===== config.mk =====
export PLATFORM = sky130hd
export DESIGN_NAME = rsk_cell
export DESIGN_NICKNAME = d
export VERILOG_FILES = /design/src/hw/rtl/rsk_pkg.sv /design/src/hw/rtl/rsk_cell.sv
export SDC_FILE = /design/constraint.sdc
export NUM_CORES = 1
export LEC_CHECK = 0
export ABC_AREA = 1
export BUFFER_PORTS_ARGS = -buffer_cell sky130_fd_sc_hd__buf_2
export CORE_MARGIN = 2
export CORE_UTILIZATION = 45
export CTS_CLUSTER_DIAMETER = 100
export DETAILED_ROUTE_END_ITERATION = 8
export GPL_TIMING_DRIVEN = 0
export PLACE_DENSITY = 0.82
export RECOVER_POWER = 25
export SLEW_MARGIN = 0
export SYNTH_ARGS = -nofsm -noshare
export SYNTH_HDL_FRONTEND = slang
export SYNTH_SLANG_ARGS = --single-unit
export TNS_END_PERCENT = 20

===== constraint.sdc =====
create_clock -name clk_i -period 3.2 [get_ports clk_i]
set_input_delay 0 -clock clk_i [delete_from_list [all_inputs] [get_ports clk_i]]
set_output_delay 0 -clock clk_i [all_outputs]
set_load 0.02 [all_outputs]

===== src/hw/rtl/rsk_pkg.sv =====
// rsk_pkg: shared types, codes and the key compare for the keyed record sorter
// depends on nothing; imported by rsk_cell and record_sorter_by_selected_key_unit
`timescale 1ns / 1ps
`default_nettype none

package rsk_pkg;

  localparam int unsigned PidW   = 23;
  localparam int unsigned PrioW  = 9;
  localparam int unsigned NiceW  = 6;
  localparam int unsigned TagW   = 16;
  localparam int unsigned RecW   = PidW + PrioW + NiceW + TagW;
  localparam int unsigned TdataW = ((RecW + 7) / 8) * 8;
  localparam int unsigned ModeW  = 2;
  localparam int unsigned ApbAddrW = 2;
  localparam int unsigned ApbDataW = 32;

  localparam logic [ApbAddrW-1:0] RegSortModeAddr = ApbAddrW'(0);

  typedef enum logic [ModeW-1:0] {
    MODE_KEEP = 2'd0,
    MODE_PID  = 2'd1,
    MODE_PRIO = 2'd2,
    MODE_NICE = 2'd3
  } sort_mode_e;

  typedef enum logic {
    ST_LOAD  = 1'b0,
    ST_DRAIN = 1'b1
  } rsk_state_e;

  typedef struct packed {
    logic [TagW-1:0]         tag;
    logic signed [NiceW-1:0] nice;
    logic signed [PrioW-1:0] prio;
    logic [PidW-1:0]         pid;
  } rec_t;

  // broadcast to every cell of the chain
  typedef struct packed {
    logic       load;
    logic       shift;
    sort_mode_e mode;
  } rsk_ctrl_t;

  // strict compare: x moves ahead of y, so equal keys keep arrival order
  function automatic logic goes_before(sort_mode_e mode, rec_t x, rec_t y);
    logic res;
    unique case (mode)
      MODE_KEEP: res = 1'b0;
      MODE_PID:  res = (x.pid < y.pid);
      MODE_PRIO: res = ($signed(x.prio) > $signed(y.prio));
      MODE_NICE: res = ($signed(x.nice) > $signed(y.nice));
      default:   res = 1'b0;
    endcase
    return res;
  endfunction

endpackage

`default_nettype wire


===== src/hw/rtl/rsk_cell.sv =====
// rsk_cell: one slot of the insertion chain, holds a record and its valid bit
// depends on rsk_pkg
`timescale 1ns / 1ps
`default_nettype none

module rsk_cell (
  input  wire logic             clk_i,
  input  wire logic             rst_ni,
  input  rsk_pkg::rsk_ctrl_t    ctrl_i,
  input  rsk_pkg::rec_t         new_rec_i,
  input  rsk_pkg::rec_t         prev_rec_i,
  input  wire logic             prev_valid_i,
  input  wire logic             prev_ins_i,
  input  rsk_pkg::rec_t         next_rec_i,
  input  wire logic             next_valid_i,
  output rsk_pkg::rec_t         rec_o,
  output logic                  valid_o,
  output logic                  ins_o
);
  import rsk_pkg::*;

  rec_t rec_q, rec_d;
  logic valid_q, valid_d;

  // new record lands here or further down the chain, nearer the head
  assign ins_o = !valid_q || goes_before(ctrl_i.mode, new_rec_i, rec_q);

  always_comb begin
    rec_d   = rec_q;
    valid_d = valid_q;
    if (ctrl_i.shift) begin
      rec_d   = next_rec_i;
      valid_d = next_valid_i;
    end else if (ctrl_i.load && ins_o) begin
      // neighbour below also moves up: take its record, else the new one
      rec_d   = prev_ins_i ? prev_rec_i : new_rec_i;
      valid_d = valid_q | prev_valid_i;
    end
  end

  always_ff @(posedge clk_i or negedge rst_ni) begin
    if (!rst_ni) begin
      valid_q <= 1'b0;
    end else begin
      valid_q <= valid_d;
    end
  end

  always_ff @(posedge clk_i) begin
    rec_q <= rec_d;
  end

  assign rec_o   = rec_q;
  assign valid_o = valid_q;

endmodule

`default_nettype wire

Word level (Yosys, flattened, before mapping):

Index checks and enable logic that the tools add are counted.

* register bits after elaboration: 55
* bits in latches: 0
* bits in writable memories: 0
* ROM bits: 0
* output and inout bits: 56
* word-level logic and storage cells: 23
* memories: 0

* $add $sub $neg: 0
* $mul: 0
* div/mod/pow operators: 0
* magnitude comparators: 3
* eq/ne operators: 3
* shifts and indexed selects: 0
* muxes and demuxes: 6
* bitwise logic cells: 1
* reduce and logical (&&, ||, !) cells: 5

Operators by type and width (number)
* $mux 54: 3
* $lt 23x23->1: 1
* $gt 9x9->1: 1
* $gt 6x6->1: 1
* $eq 2x2->1 const B: 2
* $pmux 1 s4: 1
* $eq 2x1->1 const B: 1
* $logic_not 2->1: 1
* $mux 1: 2
* $reduce_bool 2->1: 1
* $logic_and 1x1->1: 1
* $logic_not 1->1: 1
* $logic_or 1x1->1: 1
* $or 1x1->1: 1

Logic depth before layout (Yosys ltp):

Gate-level depths: netlist of run 1.

* depth in word-level cells: 6
* gate-level depth with buffers: 16
* mapped depth without buffers: 16

Worst setup path after synthesis of run 1:

No wires, ideal clock.

* kind: register to register
* start: register rec_q (netlist bit rec_o[31])
* end: register rec_q (netlist bit rec_o[0]), enable pin
* setup time: 0.388 ns
* arrival time: 2.267 ns
* setup slack: 0.545 ns
* stages on the path, launching flop included: 12
* path buffers: 0
* period minus slack after synthesis: 2.655 ns
* cell sequence: edfxtp_1 inv_1 ha_1 nand2_2 inv_1 a21oi_2 nand4_1 nand2_1 nand3_2 nand4_2 nand2_2 nand2_2

* word-level cells in the longest chain between the ends: 5

RTL lines
* start, declared: RTL line rsk_cell.sv:22 `rec_t rec_q, rec_d;`
* start signal, assigned: RTL line rsk_cell.sv:50 `rec_q <= rec_d;`
* $gt 9x9->1: RTL line rsk_pkg.sv:52 `MODE_PRIO: res = ($signed(x.prio) > $signed(y.prio));`
* $pmux 1 s4: RTL line rsk_pkg.sv:49 `unique case (mode)`
* $logic_or 1x1->1: RTL line rsk_cell.sv:26 `assign ins_o = !valid_q || goes_before(ctrl_i.mode, new_rec_i, rec_q);`
* via ins_o: RTL line rsk_cell.sv:18 `output logic ins_o`
* $logic_and 1x1->1: RTL line rsk_cell.sv:34 `end else if (ctrl_i.load && ins_o) begin`
* $reduce_bool 2->1 (no source line)

The timed path passes the listed nets, and every way through them passes these cells.
A chain may end at the register's enable or synchronous reset.

Worst setup path after layout of run 1:

* start: register rec_q (netlist bit rec_o[22])
* end: register rec_q (netlist bit rec_o[18]), enable pin

* word-level cells in the longest chain between the ends: 5

RTL lines
* $lt 23x23->1: RTL line rsk_pkg.sv:51 `MODE_PID: res = (x.pid < y.pid);`
* $pmux 1 s4: RTL line rsk_pkg.sv:49
* $logic_or 1x1->1: RTL line rsk_cell.sv:26
* $logic_and 1x1->1: RTL line rsk_cell.sv:34
* $reduce_bool 2->1 (no source line)

Every way passes these cells.

==> results of run 1 <==
-- routing by layer --
| metal | vias up | GRT usage, % |
|---|---|---|
| li1 | 2136 | - |
| met3 | 21 | 5.32 |
| met4 | 0 | 7.59 |
| met2 | 198 | 46.7 |
| met1 | 1916 | 27.9 |
| met5 | - | 0 |
-- sequential cells by signal, indices dropped and copies added (netlist names) --
name and flops:
valid_o 1, rec_o 54
-- worst min-delay path, delay by kind of cell --
kind | cells | cell delay (ns)
AOI/OAI and AO/OA | 1 | 0.10
buffers and inverters | 1 | 0.07
and+or+nand+nor | 1 | 0.03
-- cell usage in the layout, fill, tap and decap left out, types with 2 or more instances in the layout --
cell type        n
buf_2          190
nand2_1        119
a21oi_1        117
inv_1           65
nor2_1          65
clkbuf_1        54
edfxtp_1        54
ha_1            37
clkbuf_8         6
buf_1            5
nand3_1          5
dlygate4sd3_1    5
nand3_2          4
nand2_2          3
nor2_4           2
nand4_1          2
-- logic make-up (layout without fill, tap and decap cells) --
family / Yosys count / in the layout / share of synthesized area [%]
and+or+nand+nor: 203 / 203 / 21.7
AOI/OAI and AO/OA: 121 / 121 / 15.7
buffers and inverters: 88 / 327 / 8.72
DFF: 55 / 55 / 42.0
adders and majority gates: 37 / 37 / 11.8
-- power breakdown --
part,total [mW],internal [mW],switching (mW)
clock,0.382,0.155,0.227
combinational,0.689,0.260,0.428
sequential,0.928,0.894,0.0347
total,2.00,1.31,0.690
-- what timing repair did --
item / CTS / global route
endpoints found under the setup margin: 0 / 0
endpoints found under the hold margin: 3 / 0
hold buffers: 5 / 0
buffers inserted: 0 / 0
-- path summary, 6_finish.rpt --
check,slack (ns),startpoint,endpoint
worst min-delay path,0.02,next_rec_i[48],rec_o[48]
worst min register to register,0.59,valid_o,valid_o
worst max register to register,0.68,rec_o[22],rec_o[18]
worst max-delay path,0.68,rec_o[22],rec_o[18]
max in group asynchronous,2.58,rst_ni,valid_o
min in group asynchronous,0.52,rst_ni,valid_o
-- layout make-up --
cell class,count,area share [%]
Clock buffer,7,1.44
Sequential cell,55,31.2
Timing Repair Buffer,231,21.8
Clock inverter,1,0.0947
Buffer,23,1.85
Tap cell,108,2.56
Inverter,65,4.62
Multi-Input combinational cell,361,36.5
-- metrics by stage --
stage	cells	utilization, %	cell area [um^2]	power (mW)
floorplan	504	-	3920	1.36
global placement	837	60.3	5180	1.61
detailed placement	837	60.3	5180	1.64
CTS	850	61.8	5310	2.02
global route	851	61.5	5280	2.13
finish	851	61.5	5280	2.00
==> results.json, run 1 <==
{
  "synth_top_area_share_pct": 41.4,
  "htreeDepth": 2,
  "hold_depth": 3,
  "grt-ovfl-total": 0,
  "cp_top_family": "simple AND/OR/NAND/NOR gates",
  "antenna_found_initial": 0,
  "via_per_inst": 5.02,
  "grt_util_all_layers_pct": 24.8,
  "cts_sinks": 55,
  "grt_pass1_vias": 4360,
  "synth_area_um2": 3920,
  "skew_ns": 0.00610,
  "worst-path-buf-inv": 3,
  "tns_ns": 0,
  "whs_ns": 0.0190,
  "yosysMostFrequentCell": "nand2_1",
  "die_w_um": 97.3,
  "tritoncts": "done",
  "areaGrowthSynthToFinish_pct": 34.9,
  "reg2regPathDepth": 12,
  "cts_made_buffers": 5,
  "syn_avg_cell_area_um2": 7.77,
  "wl_mm": 11.8,
  "synth_edf_count": 54,
  "ys.flop_type": "edfxtp_1",
  "crit_required_ns": 3.20,
  "drt_iter0_drc": 162,
  "drive_above_1_share_pct": 28.5,
  "max-slew-margin-rel_pct": 59.4,
  "crit_type": "register to register",
  "fp.dieArea_um2": 9470,
  "drv_cap": 0,
  "clockBufferDepth": 2,
  "yosys.area.top_type": "edfxtp_1",
  "slew_viol_final": 0,
  "ir_worst_vdd_v": 0.000228,
  "clock-root-buffer": "clkbuf_8",
  "final_antenna_net_count": 0,
  "yosys_warnings": 0,
  "dp_hpwl_mm": 9.07,
  "regArea_um2": 1650,
  "place_ws_ns": 0.253,
  "slowest_stage": "edfxtp_1",
  "path_max_fanout": 38,
  "max_freq_ghz": 0.396,
  "clk_pin_slew_ns": 0.10,
  "clk_latency_ns": 0.30,
  "top_layer_used": "met4",
  "final_hold_viol_count": 0,
  "critPathMostFrequentCell": "nand2_1",
  "io_buffers": 225,
  "synth_nets": 712,
  "p_leak_nw": 2.72,
  "setup_ws_ns": 0.675,
  "final.min_clock_period_ns": 2.52,
  "start_kind": "register",
  "rsz0062_at_grt": "no",
  "fin_crit_sh_pct": 78.9,
  "grt_max_degree": 56,
  "gp_congestion": 0.870,
  "n_fill_cell": 784,
  "path_cells": "inv_1 -> ha_1 -> nand2_1 -> inv_1 -> nand2_1 -> nand2_1 -> a21oi_1 -> nand4_4 -> nand4_2 -> nand2_2 -> nand2_2 -> buf_12",
  "grt_pass1_wl_mm": 19.3,
  "ys_seq_area_share_pct": 42.0,
  "yosysUniqueCellTypes": 24,
  "start_util_pct": 45.6,
  "endpoint_kind": "register",
  "worstMarginPinSlew_ns": 0.609,
  "wl_met2_mm": 6.03,
  "netlist_instances": 504,
  "synth_commonest_cells": "nand2_1, a21oi_1, nor2_1, inv_1, edfxtp_1",
  "wl_met3_um": 949,
  "synth.area.top_cells": "edfxtp_1, a21oi_1, ha_1",
  "hold_path_class": "primary input to register",
  "ys_seq_elements": 55,
  "first_pass_iters": 5,
  "placementRows": 34,
  "crit_path_max_incr_delay_ns": 0.40,
  "fin_nets": 950,
  "vias": 4271,
  "routedWlPerCell_um": 13.8,
  "powerDensity_nw_per_um2": 378,
  "multi_input_area_um2": 1930,
  "cts_resized": 0,
  "async_flop_share_pct": 1.82,
  "cp.arrival_ns": 2.53,
  "met1_length_mm": 4.57,
  "num_antenna_cells": 0,
  "outcome": "finished clean",
  "die_y_um": 97.3,
  "worst-path-stages": 12,
  "ios": 227,
  "drc": 0,
  "core-area_um2": 8590,
  "setup_viol": 0
}
Note: power is estimated with default switching activity, not from simulation.
==> run 2, diff against run 1 <==
Settings changed: CORE_UTILIZATION 45 to 40, PLACE_DENSITY 0.82 to 0.77.
Clock period 3.2 ns to 2.3 ns, I/O delays scaled along.
==> results.json, run 2 (synthesized netlist as in run 1, its figures left out) <==
{
  "wl_mm": 12.7,
  "n_fill_cell": 912,
  "crit_start": "rec_o[22]",
  "setup_ws_ns": 0.167,
  "via_per_inst": 4.86,
  "clk_pin_slew_ns": 0.11,
  "ir_worst_vdd_v": 0.000264,
  "first_pass_iters": 4,
  "path_cells": "inv_1 -> ha_1 -> nand2_1 -> nor2_2 -> nand2_1 -> nor2_1 -> nand2_1 -> nand4_4 -> nand4_2 -> nand2_4 -> nand2_8",
  "core-area_um2": 9640,
  "final_area_um2": 5570,
  "layout_commonest_cell": "buf_2",
  "final_hold_viol_count": 0,
  "tritoncts": "done",
  "dp_hpwl_mm": 9.16,
  "die_y_um": 103,
  "ios": 227,
  "setup_viol": 0,
  "vias": 4365,
  "path_max_fanout": 28,
  "endpoint_kind": "register",
  "final_antenna_net_count": 0,
  "cp.arrival_ns": 2.17,
  "drive_above_1_share_pct": 27.9,
  "start_kind": "register",
  "grt_max_degree": 56,
  "clock-root-buffer": "clkbuf_8",
  "largest_register_ffs": 54,
  "clockBufferDepth": 2,
  "grt_pass1_vias": 4047,
  "crit_required_ns": 2.34,
  "grt-ovfl-total": 0,
  "gp_congestion": 0.836,
  "antenna_found_initial": 0,
  "skew_ns": 0.00799,
  "regArea_um2": 1650,
  "start_util_pct": 40.6,
  "slowest_stage": "edfxtp_1",
  "worst-path-buf-inv": 1,
  "placementRows": 36,
  "io_buffers": 225,
  "crit-reg2reg-launch": "rec_o[22]",
  "clk_latency_ns": 0.33,
  "crit_type": "register to register",
  "min_from": "next_rec_i[6]",
  "drc": 0,
  "cts_sinks": 55,
  "grt_util_all_layers_pct": 22.4,
  "final.min_clock_period_ns": 2.13,
  "tns_ns": 0,
  "fp.dieArea_um2": 10600,
  "worstMarginPinSlew_ns": 0.602,
  "die_w_um": 103,
  "htreeDepth": 2,
  "rsz0062_at_grt": "no",
  "multi_input_area_um2": 1970,
  "dpl_cell_area_um2": 5220,
  "place_ws_ns": 0.0141,
  "cts_made_buffers": 5,
  "placed_cells": 862,
  "crit_path_max_incr_delay_ns": 0.38,
  "powerDensity_nw_per_um2": 515,
  "routedWlPerCell_um": 14.1,
  "fin_crit_sh_pct": 92.7,
  "stdcell_count": 899,
  "num_antenna_cells": 0,
  "hold_path_class": "primary input to register",
  "utilization_pct": 57.8,
  "max_freq_ghz": 0.469,
  "cp_top_family": "simple AND/OR/NAND/NOR gates",
  "max-slew-margin-rel_pct": 59.9,
  "areaGrowthSynthToFinish_pct": 42.3,
  "critPathMostFrequentCell": "nand2_1",
  "outcome": "finished clean",
  "drt_iter0_drc": 173,
  "p_leak_nw": 2.82,
  "final_cell_mix": "buf_2, nand2_1, a21oi_1",
  "slew_viol_final": 0,
  "drv_cap": 0,
  "grt_pass1_wl_mm": 18.3,
  "fin_nets": 973
}
run 2: report_power, final:
group	leakage [nW]	switching (mW)	internal, mW
registers	0.549	0.0507	1.24
clock network	0.0392	0.357	0.209
logic	2.23	0.620	0.389
run 2: worst paths after layout:
| kind | endpoint | slack [ns] | cells after the start |
|---|---|---|---|
| hold reg to reg | valid_o | 0.61 | 2 |
| max in group asynchronous | valid_o | 1.69 | 3 |
| setup reg to reg | rec_o[51] | 0.17 | 11 |
| min in group asynchronous | valid_o | 0.50 | 3 |
| setup / recovery | rec_o[51] | 0.17 | 11 |
| hold / removal | rec_o[6] | 0.008 | 3 |
run 2: per-stage QoR:
step	hold WS [ns]	total power [mW]
after global placement	-0.220	2.24
after CTS	0.00201	2.87
final	0.00788	2.87
after floorplan	-0.296	1.89
after detailed placement	-0.221	2.28
after global routing	0.0150	3.04
run 2: area by class of cell:
class                   count  share of cell area, %
inverters                  65                   4.38
well taps                 133                   2.99
repair buffers            253                   24.4
clock buffers               5                   1.23
clock inverters             3                  0.269
flip-flops and latches     55                   29.5
plain buffers              23                   1.75
multi-input cells         362                   35.4
run 2: routing by layer:
metal	global-route usage [%]	share of wire, %
met5	0	0
met4	7.09	1.7
met3	4.07	6.1
met2	40.9	51
met1	26.5	41
run 2: repair_timing:
item / in CTS / in global routing
resized for setup: 2 / 2
pin swaps: 0 / 2
hold buffers: 28 / 0
hold endpoints to repair: 26 / 0
buffers inserted: 0 / 0
setup endpoints to repair: 54 / 55
gates cloned: 0 / 1
run 2: tightest hold or removal path: stages:
cell and delay [ns]:
buf_2 0.08, nor2_1 0.03, a21oi_1 0.11
